[src/rtl/core/tcat_pkg.sv]
package tcat_pkg;

   localparam int SAMPLE_W = 10;
   localparam int HOUR_W   = 5;
   localparam int MINUTE_W = 6;
   localparam int SECOND_W = 6;
   localparam int TENTH_W  = 4;
   localparam int TICKS_W  = 6;
   localparam int GAIN_W   = 4;
   localparam int OFFSET_W = 10;
   localparam int TEMP_W   = 12;

   localparam int MAG_W = SAMPLE_W + GAIN_W;
   localparam int NUM_W = MAG_W + 1;

   localparam int TENTHS_PER_SEC = 10;
   localparam int SEC_PER_MIN    = 60;
   localparam int MIN_PER_HOUR   = 60;
   localparam int HOURS_PER_DAY  = 24;
   localparam int TEMP_DIV       = 10;

   localparam int AVG_DEPTH_DEF = 10;
   localparam int QUEUE_DEPTH   = 4;

   localparam logic [TICKS_W-1:0]  TICKS_RESET  = 6'd40;
   localparam logic [GAIN_W-1:0]   GAIN_RESET   = 4'd4;
   localparam logic [OFFSET_W-1:0] OFFSET_RESET = 10'd500;

   localparam int CSR_INDEX_W = 2;
   localparam int CSR_DATA_W  = 10;
   localparam logic [CSR_INDEX_W-1:0] CSR_TICKS  = 2'd0;
   localparam logic [CSR_INDEX_W-1:0] CSR_GAIN   = 2'd1;
   localparam logic [CSR_INDEX_W-1:0] CSR_OFFSET = 2'd2;

   typedef struct packed {
      logic [HOUR_W-1:0]   hours;
      logic [MINUTE_W-1:0] minutes;
      logic [SECOND_W-1:0] seconds;
      logic [TENTH_W-1:0]  tenths;
      logic                upd;
      logic [SAMPLE_W-1:0] sample;
   } tick_type;

endpackage

[src/rtl/core/tcat_front.sv]
module tcat_front #(
   parameter int AVG_DEPTH = tcat_pkg::AVG_DEPTH_DEF,
   parameter int SLOT_W    = $clog2(AVG_DEPTH)
) (
   input  logic                           clock,
   input  logic                           reset,
   input  logic                           accept,
   input  logic [tcat_pkg::SAMPLE_W-1:0]  sample,
   input  logic [tcat_pkg::TICKS_W-1:0]   ticks_per_tenth,
   output tcat_pkg::tick_type             item,
   output logic [SLOT_W-1:0]              slot
);

   logic [tcat_pkg::TICKS_W-1:0]  prescale_ff, prescale_in;
   logic [tcat_pkg::TENTH_W-1:0]  tenth_ff, tenth_in;
   logic [tcat_pkg::SECOND_W-1:0] second_ff, second_in;
   logic [tcat_pkg::MINUTE_W-1:0] minute_ff, minute_in;
   logic [tcat_pkg::HOUR_W-1:0]   hour_ff, hour_in;
   logic [SLOT_W-1:0]             slot_ff, slot_in;
   logic [tcat_pkg::TICKS_W:0]    count_inc;
   logic                          advance;
   logic                          upd;

   always_comb begin
      count_inc   = {1'b0, prescale_ff} + 1'b1;
      advance     = count_inc >= {1'b0, ticks_per_tenth};
      prescale_in = count_inc[tcat_pkg::TICKS_W-1:0];
      tenth_in    = tenth_ff;
      second_in   = second_ff;
      minute_in   = minute_ff;
      hour_in     = hour_ff;
      slot_in     = slot_ff;
      upd         = 1'b0;
      if (advance) begin
         prescale_in = '0;
         if (tenth_ff == tcat_pkg::TENTH_W'(tcat_pkg::TENTHS_PER_SEC - 1)) begin
            tenth_in = '0;
            upd      = 1'b1;
            if (second_ff == tcat_pkg::SECOND_W'(tcat_pkg::SEC_PER_MIN - 1)) begin
               second_in = '0;
               slot_in   = '0;
               if (minute_ff == tcat_pkg::MINUTE_W'(tcat_pkg::MIN_PER_HOUR - 1)) begin
                  minute_in = '0;
                  if (hour_ff == tcat_pkg::HOUR_W'(tcat_pkg::HOURS_PER_DAY - 1)) begin
                     hour_in = '0;
                  end else begin
                     hour_in = hour_ff + 1'b1;
                  end
               end else begin
                  minute_in = minute_ff + 1'b1;
               end
            end else begin
               second_in = second_ff + 1'b1;
               if (slot_ff == SLOT_W'(AVG_DEPTH - 1)) begin
                  slot_in = '0;
               end else begin
                  slot_in = slot_ff + 1'b1;
               end
            end
         end else begin
            tenth_in = tenth_ff + 1'b1;
         end
      end
   end

   always_ff @(posedge clock) begin
      if (reset) begin
         prescale_ff <= '0;
         tenth_ff    <= '0;
         second_ff   <= '0;
         minute_ff   <= '0;
         hour_ff     <= '0;
         slot_ff     <= '0;
      end else if (accept) begin
         prescale_ff <= prescale_in;
         tenth_ff    <= tenth_in;
         second_ff   <= second_in;
         minute_ff   <= minute_in;
         hour_ff     <= hour_in;
         slot_ff     <= slot_in;
      end
   end

   always_comb begin
      item.hours   = hour_in;
      item.minutes = minute_in;
      item.seconds = second_in;
      item.tenths  = tenth_in;
      item.upd     = upd;
      item.sample  = sample;
      slot         = slot_in;
   end

endmodule

[src/rtl/core/tcat_queue.sv]
module tcat_queue #(
   parameter int WIDTH = 8,
   parameter int DEPTH = tcat_pkg::QUEUE_DEPTH
) (
   input  logic             clock,
   input  logic             reset,
   input  logic             push,
   input  logic [WIDTH-1:0] push_data,
   input  logic             pop,
   output logic [WIDTH-1:0] head_data,
   output logic             full,
   output logic             empty
);

   localparam int PTR_W = $clog2(DEPTH);
   localparam int CNT_W = $clog2(DEPTH + 1);

   logic [WIDTH-1:0] slots_ff [DEPTH];
   logic [PTR_W-1:0] wr_ptr_ff, rd_ptr_ff;
   logic [CNT_W-1:0] count_ff;

   assign full      = count_ff == CNT_W'(DEPTH);
   assign empty     = count_ff == '0;
   assign head_data = slots_ff[rd_ptr_ff];

   always_ff @(posedge clock) begin
      if (push) begin
         slots_ff[wr_ptr_ff] <= push_data;
      end
   end

   always_ff @(posedge clock) begin
      if (reset) begin
         wr_ptr_ff <= '0;
         rd_ptr_ff <= '0;
         count_ff  <= '0;
      end else begin
         if (push) begin
            wr_ptr_ff <= (wr_ptr_ff == PTR_W'(DEPTH - 1)) ? '0 : wr_ptr_ff + 1'b1;
         end
         if (pop) begin
            rd_ptr_ff <= (rd_ptr_ff == PTR_W'(DEPTH - 1)) ? '0 : rd_ptr_ff + 1'b1;
         end
         if (push && !pop) begin
            count_ff <= count_ff + 1'b1;
         end else if (pop && !push) begin
            count_ff <= count_ff - 1'b1;
         end
      end
   end

endmodule

[src/rtl/core/tcat_cdiv.sv]
module tcat_cdiv #(
   parameter int WIDTH   = 16,
   parameter int DIVISOR = 10
) (
   input  logic             clock,
   input  logic             en,
   input  logic [WIDTH-1:0] x,
   output logic [WIDTH-1:0] q
);

   // reciprocal estimate is low by at most one; one compare fixes it
   localparam int MUL_W = WIDTH - $clog2(DIVISOR) + 1;
   localparam logic [MUL_W-1:0] MUL = MUL_W'((64'd1 << WIDTH) / DIVISOR);

   logic [WIDTH+MUL_W-1:0] prod_ff;
   logic [WIDTH-1:0]       x_ff;
   logic [WIDTH-1:0]       q_ff, q_in;
   logic [WIDTH-1:0]       q0, qd, rem;

   always_comb begin
      q0   = WIDTH'(prod_ff[WIDTH+MUL_W-1:WIDTH]);
      qd   = WIDTH'(q0 * DIVISOR);
      rem  = x_ff - qd;
      q_in = (rem >= WIDTH'(DIVISOR)) ? q0 + 1'b1 : q0;
   end

   always_ff @(posedge clock) begin
      if (en) begin
         prod_ff <= x * MUL;
         x_ff    <= x;
         q_ff    <= q_in;
      end
   end

   assign q = q_ff;

endmodule

[src/rtl/core/tcat_back.sv]
module tcat_back #(
   parameter int AVG_DEPTH = tcat_pkg::AVG_DEPTH_DEF,
   parameter int SLOT_W    = $clog2(AVG_DEPTH)
) (
   input  logic                           clock,
   input  logic                           reset,
   input  tcat_pkg::tick_type             head_item,
   input  logic [SLOT_W-1:0]              head_slot,
   input  logic                           head_valid,
   output logic                           pop,
   input  logic [tcat_pkg::GAIN_W-1:0]    temp_gain,
   input  logic [tcat_pkg::OFFSET_W-1:0]  temp_offset,
   input  logic                           rsp_ready,
   output logic                           rsp_valid,
   output tcat_pkg::tick_type             rsp_item,
   output logic [tcat_pkg::TEMP_W-1:0]    rsp_temp
);

   localparam int STAGES = 7;
   localparam int SUM_W  = $clog2(AVG_DEPTH * ((1 << tcat_pkg::SAMPLE_W) - 1) + 1);

   logic                          en;
   tcat_pkg::tick_type            item_ff [STAGES];
   logic [STAGES-1:0]             vld_ff;

   logic [tcat_pkg::SAMPLE_W-1:0] ring_mem [AVG_DEPTH];
   logic [AVG_DEPTH-1:0]          ring_vld_ff;
   logic [tcat_pkg::SAMPLE_W-1:0] rd_ff;
   logic                          rd_vld_ff;
   logic [SLOT_W-1:0]             slot0_ff;

   logic [SUM_W-1:0]              sum_ff, sum_in, s1_sum_ff;
   logic [tcat_pkg::SAMPLE_W-1:0] old_sample;
   logic                          store;

   logic [SUM_W-1:0]              avg_q;
   logic [tcat_pkg::MAG_W-1:0]    scaled;
   logic signed [tcat_pkg::NUM_W-1:0] num_in, num_ff;
   logic                          neg;
   logic [tcat_pkg::NUM_W-1:0]    num_abs;
   logic [tcat_pkg::MAG_W-1:0]    mag, mag_q;
   logic                          neg5_ff, neg6_ff;
   logic [tcat_pkg::TEMP_W-1:0]   temp_new;
   logic [tcat_pkg::TEMP_W-1:0]   last_temp_ff;

   logic                          rsp_valid_ff;
   tcat_pkg::tick_type            rsp_item_ff;
   logic [tcat_pkg::TEMP_W-1:0]   rsp_temp_ff;

   assign en  = !rsp_valid_ff || rsp_ready;
   assign pop = en && head_valid;

   always_ff @(posedge clock) begin
      if (reset) begin
         vld_ff <= '0;
      end else if (en) begin
         vld_ff <= {vld_ff[STAGES-2:0], head_valid};
      end
   end

   always_ff @(posedge clock) begin
      if (en) begin
         item_ff[0] <= head_item;
         slot0_ff   <= head_slot;
         for (int k = 1; k < STAGES; k++) begin
            item_ff[k] <= item_ff[k-1];
         end
      end
   end

   // ring read on dequeue; the slot is written back at stage 0
   always_ff @(posedge clock) begin
      if (pop) begin
         rd_ff <= ring_mem[head_slot];
      end
      if (store) begin
         ring_mem[slot0_ff] <= item_ff[0].sample;
      end
   end

   always_ff @(posedge clock) begin
      if (reset) begin
         ring_vld_ff <= '0;
         rd_vld_ff   <= 1'b0;
      end else begin
         if (pop) begin
            rd_vld_ff <= ring_vld_ff[head_slot];
         end
         if (store) begin
            ring_vld_ff[slot0_ff] <= 1'b1;
         end
      end
   end

   always_comb begin
      store      = en && vld_ff[0] && item_ff[0].upd;
      old_sample = rd_vld_ff ? rd_ff : '0;
      sum_in     = sum_ff - SUM_W'(old_sample) + SUM_W'(item_ff[0].sample);
   end

   always_ff @(posedge clock) begin
      if (reset) begin
         sum_ff <= '0;
      end else if (store) begin
         sum_ff <= sum_in;
      end
   end

   always_ff @(posedge clock) begin
      if (en) begin
         s1_sum_ff <= sum_in;
      end
   end

   tcat_cdiv #(
      .WIDTH   (SUM_W),
      .DIVISOR (AVG_DEPTH)
   ) u_avg_div (
      .clock (clock),
      .en    (en),
      .x     (s1_sum_ff),
      .q     (avg_q)
   );

   always_comb begin
      scaled = tcat_pkg::MAG_W'(avg_q[tcat_pkg::SAMPLE_W-1:0] * temp_gain);
      num_in = $signed({1'b0, scaled}) - $signed(tcat_pkg::NUM_W'(temp_offset));
   end

   always_ff @(posedge clock) begin
      if (en) begin
         num_ff  <= num_in;
         neg5_ff <= neg;
         neg6_ff <= neg5_ff;
      end
   end

   always_comb begin
      neg     = num_ff[tcat_pkg::NUM_W-1];
      num_abs = neg ? tcat_pkg::NUM_W'(-num_ff) : tcat_pkg::NUM_W'(num_ff);
      mag     = num_abs[tcat_pkg::MAG_W-1:0];
   end

   tcat_cdiv #(
      .WIDTH   (tcat_pkg::MAG_W),
      .DIVISOR (tcat_pkg::TEMP_DIV)
   ) u_temp_div (
      .clock (clock),
      .en    (en),
      .x     (mag),
      .q     (mag_q)
   );

   assign temp_new = neg6_ff ? tcat_pkg::TEMP_W'(-mag_q) : tcat_pkg::TEMP_W'(mag_q);

   always_ff @(posedge clock) begin
      if (reset) begin
         last_temp_ff <= '0;
      end else if (en && vld_ff[STAGES-1] && item_ff[STAGES-1].upd) begin
         last_temp_ff <= temp_new;
      end
   end

   always_ff @(posedge clock) begin
      if (reset) begin
         rsp_valid_ff <= 1'b0;
      end else if (en) begin
         rsp_valid_ff <= vld_ff[STAGES-1];
      end
   end

   always_ff @(posedge clock) begin
      if (en) begin
         rsp_item_ff <= item_ff[STAGES-1];
         rsp_temp_ff <= item_ff[STAGES-1].upd ? temp_new : last_temp_ff;
      end
   end

   assign rsp_valid = rsp_valid_ff;
   assign rsp_item  = rsp_item_ff;
   assign rsp_temp  = rsp_temp_ff;

endmodule

[src/rtl/core/tick_clock_with_averaged_temperature_unit.sv]
// A request passes through the queue, the back pipeline and the response register.
// Throughput: one request per cycle while the queue is not full; the back pipeline stalls as a whole only
// while the response register is held.
// Reset (synchronous): clears the time chain, sample ring valid bits, running sum,
// last temperature, the queue and the pipeline; registers return to 40, 4, 500.
module tick_clock_with_averaged_temperature_unit #(
   parameter int AVG_DEPTH = tcat_pkg::AVG_DEPTH_DEF
) (
   input  logic        clock,
   input  logic        reset,
   input  logic        req_tvalid,
   output logic        req_tready,
   input  logic [15:0] req_tdata,   // adc_sample[9:0]
   output logic        rsp_tvalid,
   input  logic        rsp_tready,
   output logic [39:0] rsp_tdata,   // hours, minutes, seconds, tenths, temperature
   output logic [0:0]  rsp_tuser,   // temp_updated
   input  logic        csr_valid,
   output logic        csr_ready,
   input  logic [tcat_pkg::CSR_INDEX_W-1:0] csr_index,
   input  logic [tcat_pkg::CSR_DATA_W-1:0]  csr_data
);

   localparam int SLOT_W = $clog2(AVG_DEPTH);
   localparam int Q_W    = $bits(tcat_pkg::tick_type) + SLOT_W;

   logic [tcat_pkg::TICKS_W-1:0]  ticks_ff;
   logic [tcat_pkg::GAIN_W-1:0]   gain_ff;
   logic [tcat_pkg::OFFSET_W-1:0] offset_ff;

   logic                          accept;
   tcat_pkg::tick_type            push_item, head_item, rsp_item;
   logic [SLOT_W-1:0]             push_slot, head_slot;
   logic [Q_W-1:0]                head_data;
   logic                          q_full, q_empty, pop;
   logic [tcat_pkg::TEMP_W-1:0]   rsp_temp;

   assign csr_ready = 1'b1;

   always_ff @(posedge clock) begin
      if (reset) begin
         ticks_ff  <= tcat_pkg::TICKS_RESET;
         gain_ff   <= tcat_pkg::GAIN_RESET;
         offset_ff <= tcat_pkg::OFFSET_RESET;
      end else if (csr_valid) begin
         unique case (csr_index)
            tcat_pkg::CSR_TICKS:  ticks_ff  <= csr_data[tcat_pkg::TICKS_W-1:0];
            tcat_pkg::CSR_GAIN:   gain_ff   <= csr_data[tcat_pkg::GAIN_W-1:0];
            tcat_pkg::CSR_OFFSET: offset_ff <= csr_data[tcat_pkg::OFFSET_W-1:0];
            default: ;
         endcase
      end
   end

   assign req_tready = !q_full;
   assign accept     = req_tvalid && !q_full;

   tcat_front #(
      .AVG_DEPTH (AVG_DEPTH),
      .SLOT_W    (SLOT_W)
   ) u_front (
      .clock           (clock),
      .reset           (reset),
      .accept          (accept),
      .sample          (req_tdata[tcat_pkg::SAMPLE_W-1:0]),
      .ticks_per_tenth (ticks_ff),
      .item            (push_item),
      .slot            (push_slot)
   );

   tcat_queue #(
      .WIDTH (Q_W),
      .DEPTH (tcat_pkg::QUEUE_DEPTH)
   ) u_queue (
      .clock     (clock),
      .reset     (reset),
      .push      (accept),
      .push_data ({push_item, push_slot}),
      .pop       (pop),
      .head_data (head_data),
      .full      (q_full),
      .empty     (q_empty)
   );

   assign head_item = head_data[Q_W-1:SLOT_W];
   assign head_slot = head_data[SLOT_W-1:0];

   tcat_back #(
      .AVG_DEPTH (AVG_DEPTH),
      .SLOT_W    (SLOT_W)
   ) u_back (
      .clock       (clock),
      .reset       (reset),
      .head_item   (head_item),
      .head_slot   (head_slot),
      .head_valid  (!q_empty),
      .pop         (pop),
      .temp_gain   (gain_ff),
      .temp_offset (offset_ff),
      .rsp_ready   (rsp_tready),
      .rsp_valid   (rsp_tvalid),
      .rsp_item    (rsp_item),
      .rsp_temp    (rsp_temp)
   );

   assign rsp_tdata = {7'd0, rsp_temp, rsp_item.tenths, rsp_item.seconds,
                       rsp_item.minutes, rsp_item.hours};
   assign rsp_tuser = rsp_item.upd;

endmodule
[config.mk]
export PLATFORM = sky130hd
export DESIGN_NAME = tick_clock_with_averaged_temperature_unit
export DESIGN_NICKNAME = d
export VERILOG_FILES = /design/src/rtl/core/tcat_pkg.sv /design/src/rtl/core/tcat_front.sv /design/src/rtl/core/tcat_queue.sv /design/src/rtl/core/tcat_cdiv.sv /design/src/rtl/core/tcat_back.sv /design/src/rtl/core/tick_clock_with_averaged_temperature_unit.sv
export SDC_FILE = /design/constraint.sdc
export NUM_CORES = 1
export LEC_CHECK = 0
export BUFFER_PORTS_ARGS = -buffer_cell sky130_fd_sc_hd__buf_2
export CORE_MARGIN = 2
export CORE_UTILIZATION = 52
export DETAILED_ROUTE_END_ITERATION = 10
export PLACE_DENSITY_LB_ADDON = 0.25
export SETUP_SLACK_MARGIN = 0.15
export SLEW_MARGIN = 15
export SYNTH_ARGS = -nofsm -noshare
export SYNTH_HDL_FRONTEND = slang
export SYNTH_SLANG_ARGS = --single-unit
[constraint.sdc]
create_clock -name clock -period 18.7 [get_ports clock]
set_input_delay 4.675 -clock clock [delete_from_list [all_inputs] [get_ports clock]]
set_output_delay 4.675 -clock clock [all_outputs]
set_load 0.005 [all_outputs]
# [Word level (Yosys, flattened, before mapping)]
# Memory sizes are Yosys's and may differ from the RTL's. A register that Yosys moved wholly into a read port is not among the register bits.
# Index checks and enable logic that the tools add are counted.
[totals] reg_bits=270 latchBits=0 ramBits=468 romBits=0 output_inout_bits=44 n_memories=3
[op_classes] n_addsub=19 mul=5 div=0 n_lt_le_gt_ge=6 n_eq_ne=10 shift=0 n_mux=43 bitwise_logic=1 reduce_logical=21
[memory_table] memory="u_back.item_ff" depth=7 width=32 rd=7 rd_clocked_by_memory_dff=0 wr=7 line="tcat_back.sv:23" text="tcat_pkg::tick_type item_ff [STAGES];"
[memory_table] memory="u_queue.slots_ff" depth=4 width=36 rd=1 rd_clocked_by_memory_dff=1 wr=1 line="tcat_queue.sv:18" text="logic [WIDTH-1:0] slots_ff [DEPTH];"
[memory_table] memory="u_back.ring_mem" depth=10 width=10 rd=1 rd_clocked_by_memory_dff=1 wr=1 line="tcat_back.sv:26" text="logic [tcat_pkg::SAMPLE_W-1:0] ring_mem [AVG_DEPTH];"
[ops] op="$mul A14 B10 Y24 const B" count=2
[ops] op="$mux W6" count=8
[ops] op="$ge A14 B4 Y1 const B" count=2
[ops] op="$sub A14 B14 Y14" count=2
[ops] op="$mul A11 B3 Y13 const B" count=2
[ops] op="$mux W5" count=5
[ops] op="$mux W12" count=2
[ops] op="$mux W4" count=6
[ops] op="$mux W10" count=2
[ops] op="$sub A14 B10 Y15" count=1
[ops] op="$add A14 B10 Y14" count=1
[ops] op="$mul A10 B4 Y14" count=1
[ops] op="$mux W14" count=1
[ops] op="$neg A14 Y14" count=1
[ops] op="$sub A14 B10 Y14" count=1
[ops] op="$add A11 B1 Y12 const B" count=1
[ops] op="$add A6 B1 Y6 const B" count=2
[ops] op="$eq A6 B6 Y1 const B" count=2
[ops] op="$neg A12 Y12" count=1
[ops] op="$mux W11" count=1
[ops] op="$add A10 B1 Y10 const B" count=1
[ops] op="$lt A4 B5 Y1 const B" count=2
[ops] op="$mux W1" count=10
[ops] op="$or A10 B10 Y10" count=1
[ops] op="24 further kinds" count=47

# [Depth between registers and ports, before layout]
# Gate-level depths: netlist of run 1.
[logic_depth] word_depth=7 depth_mapped=24

# [By module]
# A second synthesis of run 1 with hierarchy kept.
[hier_totals] hier_cells=2748 area_unflattened_um2=37076.8
[modules_own_cells] module="tcat_back" instances=1 cells_per_inst=1128 area_per_inst_um2=18171.2
[modules_own_cells] module="tcat_queue" instances=1 cells_per_inst=232 area_per_inst_um2=5689.2
[modules_own_cells] module="tcat_cdiv at u_back.u_avg_div" instances=1 cells_per_inst=496 area_per_inst_um2=4979.8
[modules_own_cells] module="tcat_cdiv at u_back.u_temp_div" instances=1 cells_per_inst=475 area_per_inst_um2=4882.2
[modules_own_cells] module="tcat_front" instances=1 cells_per_inst=322 area_per_inst_um2=2453.6
[modules_own_cells] module="tick_clock_with_averaged_temperature_unit" instances=1 cells_per_inst=95 area_per_inst_um2=900.9

# [Worst setup path after synthesis of run 1]
# Ideal clock, no wire load.
[synth_path] path_type="input-to-reg" startpoint="input rsp_tready" endpoint="register u_back.ring_vld_ff[0]" setup_ns=0.115 arrival_time_ns=13.858 t_required_ns=18.585 path_slack_ns=4.727 cell_stages=7 n_path_buf=1 path_cell_list="nor2b_1 clkbuf_1 clkinv_1 nand3_1 or3_1 nor3_1 o21a_1"
[synth_between] elab_chain_len=3
[synth_rtl] element="start, declared" line="tick_clock_with_averaged_temperature_unit.sv:15" text="input logic rsp_tready,"
[synth_rtl] element="$logic_or A1 B1 Y1" line="tcat_back.sv:50" text="assign en = !rsp_valid_ff || rsp_ready;"
[synth_rtl] element="$logic_and A1 B1 Y1 (2 in series)" line="tcat_back.sv:96" text="store = en && vld_ff[0] && item_ff[0].upd;"
[synth_rtl] element="end signal, assigned" line="tcat_back.sv:83" text="ring_vld_ff <= '0;"
[synth_rtl] element="end signal, assigned by index" line="tcat_back.sv:90" text="ring_vld_ff[slot0_ff] <= 1'b1;"
[synth_rtl] element="end, declared" line="tcat_back.sv:27" text="logic [AVG_DEPTH-1:0] ring_vld_ff;"
# Every way passes these cells.
# A chain may end at the register's enable or synchronous reset.

==> key figures, run 1 <==
Timing
  – Final Cycle Share: 42.01%
  – Worst Tran Pin Value: 1172 ps
  – Post-route setup TNS: 0 ps
  – Final period demand of the worst path: 7856 ps
  – Rel. slew slack: 21.60%
  – RSZ-0062 raised after global routing: no
  – Worst Skew: 30.76 ps
  – Slew Limit Fails: 0
  – Hold Vio Cnt, Final: 0
  – Worst hold slack: 399.5 ps
  – Max Freq: 127.3 MHz
  – Setup violators final: 0

Placed design
  – DP HPWL: between 40000 and 50000 microns
  – Port buffer count: 62
  – Placed Cells: 3378
  – Gpl congestion: 0.8701

Final layout
  – Ant. Diodes: 0
  – Layout area overhead: 10.50%
  – Fill count: 5067
  – Most frequent cells in the layout: 557 x edfxtp_1, 274 x ha_1, 261 x inv_1
  – Finished Layout Cells: 3508
  – Fraction of layout cells with a size suffix above 1: 10.10%
  – Layout Nets: 3012
  – Commonest non-fill, non-tap cell in the layout: edfxtp_1

Critical path
  – Crit path cell chain: buf_2 -> nor2b_1 -> inv_8 -> buf_4 -> buf_4 -> buf_4
  – Largest fanout on the critical path: 94
  – Critical Path Max Stage Delay: 980 ps
  – Setup crit end kind: flop
  – Cell repeated most along the worst path: buf_4
  – Crit path required time: roughly 19000 ps
  – CP arrival: a little over 8000 ps
  – Critical path type: primary input to flop
  – Startpoint Class: primary input
  – Slowest CP cell: buf_4

GRT
  – GR Overflow Total: 0
  – First-pass GRT wire length: ~99000 microns
  – Tot GR Track Use: 18.48%
  – Vias in the first global route: 19689
  – Largest net degree at the start of global routing: 95
  – Antenna violations before repair: 1

Detailed routing
  – Final ANT Viol Nets: 0
  – DRT met1 WL: around 26000 microns
  – Met2 WL: 29860 microns
  – DR vias: 19221
  – Iter 0 DRT Violations: between 1000 and 1500
  – # DRC: 0
  – Total Wirelength: 60240 microns
  – DR top layer: met5
  – DR pass1 iterations: 7
  – Vias per cell: ~5.5
  – Routed met3 length: 2613 microns
  – WL per Instance: 17.17 microns

Clocking
  – Postcts setup bufs: 0
  – CTS sink cnt: 662
  – CTS Buf Count: 70
  – Clock Latency Late Sink: 610 ps
  – Depth of the CTS H-tree: 3
  – Hold_buf cts: 0
  – CTS tree: built
  – Worst-path clk slew: 60 ps
  – Max clock buf depth: 3
  – CTS Root Cell: clkbuf_16
  – Post-CTS resize count: 0

Outcome
  – Outcome: finished clean

Yosys
  – Post-synth EDFFs: approximately 560
  – Sequential area share after synthesis: 56.22%
  – Post-Syn Instances: between 2000 and 3000
  – Post-synthesis cell type count: 83
  – Yosys reg bits: approximately 660
  – Mean area per synthesized cell: 13.33 sq um
  – Synth async-reset ratio: 0%
  – Main flop type after synthesis: edfxtp_1
  – Synth warn: 0
  – Mapped cell area: 33490 sq um

Floorplan
  – Die ar.: 66450 sq um
  – Starting density of the core: 52.24%
  – Die width: 257.8 microns
  – Cell row count: 93
  – I/O pin cnt: 77
  – Die Ht: 257.8 microns
  – Placeable Area: 64120 sq um

Hold path
  – Worst Hold Class: flop to flop

Job
  – Maxcap violations: 0
-- state kept, by name, indices dropped and copies added (netlist names), 12 cells and up, named ones only --
signal                  flops
u_back.u_avg_div.x_ff      13
u_back.rsp_temp            12
u_back.item_ff            164
u_back.s1_sum_ff           14
u_back.num_ff              15
u_back.u_temp_div.q        12
u_back.last_temp_ff        12
u_queue.slots_ff          144
u_back.u_temp_div.x_ff     13
u_back.sum_ff              14
u_back.rsp_item            22
u_back.ring_mem           100
-- cell type report --
class / instances / area, sq um / area share [%]
Clock buffer: 102 / 2013 / 5.440
Clock inverter: 28 / 290.3 / 0.7843
Inverter: 262 / 991.0 / 2.678
Multi-Input combinational cell: 1522 / 13390 / 36.19
Sequential cell: 662 / 18830 / 50.88
Tap cell: 855 / 1070 / 2.891
Timing Repair Buffer: 77 / 422.9 / 1.143
-- Yosys cell counts (all sizes together), types with 26 or more instances --
master  count  area share [%]
a211oi     26            0.60
nor3       37            0.55
o21ai      61            0.91
dfxtp     105             6.3
fa        110             6.6
xnor2      87             2.3
mux4       58             3.9
nand2     155             1.7
a21oi     127             1.9
edfxtp    557              50
clkbuf     50            0.56
nor2      152             1.7
xor2       43             1.1
nand3      45            0.69
ha        274              10
inv       261             2.9
and2       39            0.73
-- worst paths after layout --
| kind | start | endpoint | slack, ps | cells after the start |
|---|---|---|---|---|
| max | rsp_tready | u_back.item_ff[1][24] | 10840 | 6 |
| min | u_back.item_ff[2][31] | u_back.item_ff[3][31] | 400 | 0 |
| max reg2reg | u_back.num_ff[0] | u_back.u_temp_div.prod_ff[24] | 11750 | 21 |
| min reg2reg | u_back.item_ff[2][31] | u_back.item_ff[3][31] | 400 | 0 |
-- worst max-delay path, delay by kind of cell --
kind | cells | cell delay, ps
buffers and inverters | 5 | 3140
and+or+nand+nor | 1 | 160
-- cell families after synthesis --
kind of cell	after synthesis	synth area share (%)
xor gates and xnor gates	130	3.400
adders and majority gates	384	16.81
DFF	662	56.22
and+or+nand+nor	556	7.942
buffers and inverters	335	3.919
muxes	89	4.849
other	2	0.02242
AOI/OAI and AO/OA	355	6.840
-- metrics by stage --
stage	worst slack, ps	area [sq um]	utilization, %
global placement	10100	34700	54.12
detailed placement	10030	34700	54.12
CTS	10690	37010	57.72
floorplan	4727	33510	-
finish	10840	37010	57.72
global route	10420	37010	57.72
-- metal layers --
layer	up-vias	global-route usage, %
met2	355	32.00
met5	-	0
met4	2	6.680
met1	9510	23.70
met3	121	2.817
li1	9233	-
Power of run 1 is left out: the tool's default activity adds up to more than one toggle a clock period on the data nets, which glitch-free logic cannot reach.
==> run 2, diff against run 1 <==
- ABC_AREA: unset -> 1
- clock period: 18.7 -> 8 ns (I/O delays scaled with it)
==> key figures, run 2 <==
Detailed routing
  – Vias per cell: 5.232 (-4.5%)
  – Total Wirelength: 65060 microns (+8.0%)
  – Final ANT Viol Nets: 0 (unchanged)
  – # DRC: 0 (unchanged)
  – WL per Instance: 14.98 microns (-13%)
  – DR vias: 22718 (+18%)
  – DR pass1 iterations: 5 (-2)
  – Iter 0 DRT Violations: 1508 (+26%)

Final layout
  – Number of flip-flops in the largest register: 164 (unchanged)
  – Ant. Diodes: 0 (unchanged)
  – Layout Nets: 3828 (+27%)
  – Layout area overhead: 10.32%
  – Top Registers: u_back.item_ff (164), u_queue.slots_ff (144), u_back.ring_mem (100)
  – Commonest non-fill, non-tap cell in the layout: edfxtp_1
  – Fraction of layout cells with a size suffix above 1: 8.071% (-2.0 points)
  – Top reg by flops: u_back.item_ff
  – Most frequent cells in the layout: 557 x edfxtp_1, 517 x nand2_1, 482 x inv_1
  – Fill count: 5591 (+10%)

Timing
  – Slew Limit Fails: 0 (unchanged)
  – Worst Skew: 23.50 ps (-7.258 ps)
  – Max Freq: between 150 and 200 MHz
  – Worst Tran Pin Value: 1065 ps (-106.6 ps)
  – Setup violators final: 0 (unchanged)
  – Post-route setup TNS: 0 ps (unchanged)
  – Rel. slew slack: 28.73% (+7.1 points)
  – RSZ-0062 raised after global routing: no
  – Hold Vio Cnt, Final: 0 (unchanged)
  – Final period demand of the worst path: 5865 ps
  – Final Cycle Share: 73.31%

Critical path
  – Cell repeated most along the worst path: fa_1
  – CP arrival: 6220 ps (-1860 ps)
  – Largest fanout on the critical path: 5 (-95%)
  – Reg2reg path depth: 20 (-4.8%)
  – Critical path type: flop to flop
  – Setup crit start: u_back.num_ff[0]
  – Setup crit end kind: flop
  – R2r setup slk: 2140 ps (-9610 ps)
  – Critical Path Max Stage Delay: 590 ps (-390 ps)
  – Slowest CP cell: xnor2_1
  – RR Endpoint: u_back.u_temp_div.prod_ff[21]
  – Crit path cell chain: inv_1 -> ha_1 -> nand3_1 -> o21ai_0 -> xnor2_1 -> ha_1 -> fa_1 -> fa_1 -> fa_1 -> inv_1 -> fa_1 -> inv_1 -> ha_1 -> nand2_1 -> nor4_1 -> a21oi_1 -> o21ai_1 -> nand3_1 -> nand3_1 -> nand2_1
  – Crit path required time: 8360 ps (-10560 ps)
  – CP bufs+invs: 3 (-2)
  – Reg2Reg Launch Point: u_back.num_ff[0]
  – Startpoint Class: flop
  – CP top delay family: adder cells

Yosys
  – Main flop type after synthesis: edfxtp_1
  – Synth warn: 0 (unchanged)
  – Post-synthesis cell type count: 62 (-25%)
  – Largest cells by area after synthesis: edfxtp_1 47%, ha_1 9.7%, fa_1 6.2%
  – Count leader, synth: edfxtp_1
  – Yosys reg bits: 662 (unchanged)
  – Mean area per synthesized cell: 10.63 sq um (-20%)
  – Sequential area share after synthesis: 53.04% (-3.2 points)
  – Mapped cell area: 35500 sq um (+6.0%)
  – Post-synth EDFFs: 557 (unchanged)
  – Area leader, netlist: edfxtp_1
  – Yosys top cell area share: 47.12% (-2.8 points)
  – Top cells by count, synth: 557 x edfxtp_1, 518 x nand2_1, 482 x inv_1
  – Synth async-reset ratio: 0% (unchanged)
  – Post-Syn Instances: 3341 (+33%)

Hold path
  – Worst Hold Class: flop to flop
  – HP Start: u_back.item_ff[0][16]
  – Hold Path Cell Cnt: 0 (unchanged)
  – Worst Hold End: u_back.item_ff[1][16]

Clocking
  – CTS Buf Count: 71 (+1.4%)
  – Hold_buf cts: 0 (unchanged)
  – Post-CTS resize count: 0 (unchanged)
  – CTS tree: built
  – Max clock buf depth: 3 (unchanged)
  – CTS Root Cell: clkbuf_16
  – Worst-path clk slew: 50 ps (about the same)
  – Clock Latency Late Sink: 600 ps (about the same)
  – Depth of the CTS H-tree: 3 (unchanged)
  – CTS sink cnt: 662 (unchanged)
  – Postcts setup bufs: 0 (unchanged)

Floorplan
  – Placeable Area: 67400 sq um (+5.1%)
  – Die ar.: 70370 sq um (+5.9%)
  – Die Ht: 265.3 microns (+2.9%)
  – Starting density of the core: 52.67% (+0.44 points)
  – Cell row count: 95 (+2.2%)
  – I/O pin cnt: 77 (unchanged)
  – Die width: 265.3 microns (+2.9%)

GRT
  – GR Overflow Total: 0 (unchanged)
  – Antenna violations before repair: 0 (-1)
  – Largest net degree at the start of global routing: 89 (-6.3%)
  – Tot GR Track Use: 18.93% (+0.45 points)
  – First-pass GRT wire length: 109100 microns (+10%)
  – Vias in the first global route: 22175 (+13%)

Placed design
  – DP HPWL: 44860 microns (+7.3%)
  – Gpl congestion: 0.8808 (+1.2%)
  – Port buffer count: 62 (unchanged)

Outcome
  – Outcome: finished clean

Job
  – Maxcap violations: 0 (unchanged)
-- run 2: worst register-to-register path, cell delays in order, from the launching register on --
cell and delay [ps]:
edfxtp_1 460, inv_1 70, ha_1 230, nand3_1 130
o21ai_0 130, xnor2_1 590, ha_1 380, fa_1 510
fa_1 510, fa_1 550, inv_1 50, fa_1 490
inv_1 40, ha_1 350, nand2_1 110, nor4_1 280
a21oi_1 170, o21ai_1 290, nand3_1 140, nand3_1 90
nand2_1 60
-- run 2: layout make-up --
type                       instances  area [sq um]  share of cell area, %
inverter                         501          1893                  4.834
tap                              873          1092                  2.789
clock inverter                    35         475.5                  1.214
multi-input combinational       2090         14330                  36.60
clock buffer                      96          2056                  5.249
timing repair buffer              85         483.0                  1.233
sequential                       662         18830                  48.08
-- run 2: how the worst max path moves through the flow --
stage / endpoint / slack (ps) / depth (start not counted)
finish: u_back.u_temp_div.prod_ff[21] / 2140 / 20
global route: u_back.u_temp_div.prod_ff[21] / 1620 / 22
CTS: u_back.u_temp_div.prod_ff[21] / 2110 / 20
detailed placement: u_back.u_temp_div.prod_ff[21] / 2140 / 20
global placement: u_back.u_temp_div.prod_ff[21] / 2150 / 20
floorplan: u_back.ring_mem[8][0] / 160 / 5
-- run 2: cell families (layout without fill, tap and decap cells) --
logic type               Yosys count  after routing  share of synthesized area (%)
AND/OR/NAND/NOR                 1026           1026                          12.42
flip-flops                       662            662                          53.04
buffers and inverters            595            717                          6.774
AO/OA/AOI/OAI                    545            545                          8.734
adder cells (fa/ha/maj)          384            384                          15.86
XOR/XNOR                         127            127                          3.155
other                              2              8                        0.02116
-- run 2: stage by stage --
step / setup WS, ps / instances / area [sq um] / hold slack (ps) / util [%]
after floorplan: 164.8 / 3347 / 35520 / 400.3 / -
after CTS: 2113 / 4342 / 39160 / 409.1 / 58.11
after detailed placement: 2140 / 4211 / 36630 / 404.5 / 54.35
after global routing: 1617 / 4342 / 39160 / 422.5 / 58.11
final: 2135 / 4342 / 39160 / 411.7 / 58.11
after global placement: 2153 / 4211 / 36630 / 400.2 / 54.35
-- run 2: metal layers --
metal	share of wire (%)	GRT usage, %	vias up
met2	48	31.96	375
met1	46	25.67	10769
met5	0	0	-
li1	-	-	11481
met3	3.6	2.472	93
met4	2.1	5.619	0
Power of run 2 is left out for the same reason.
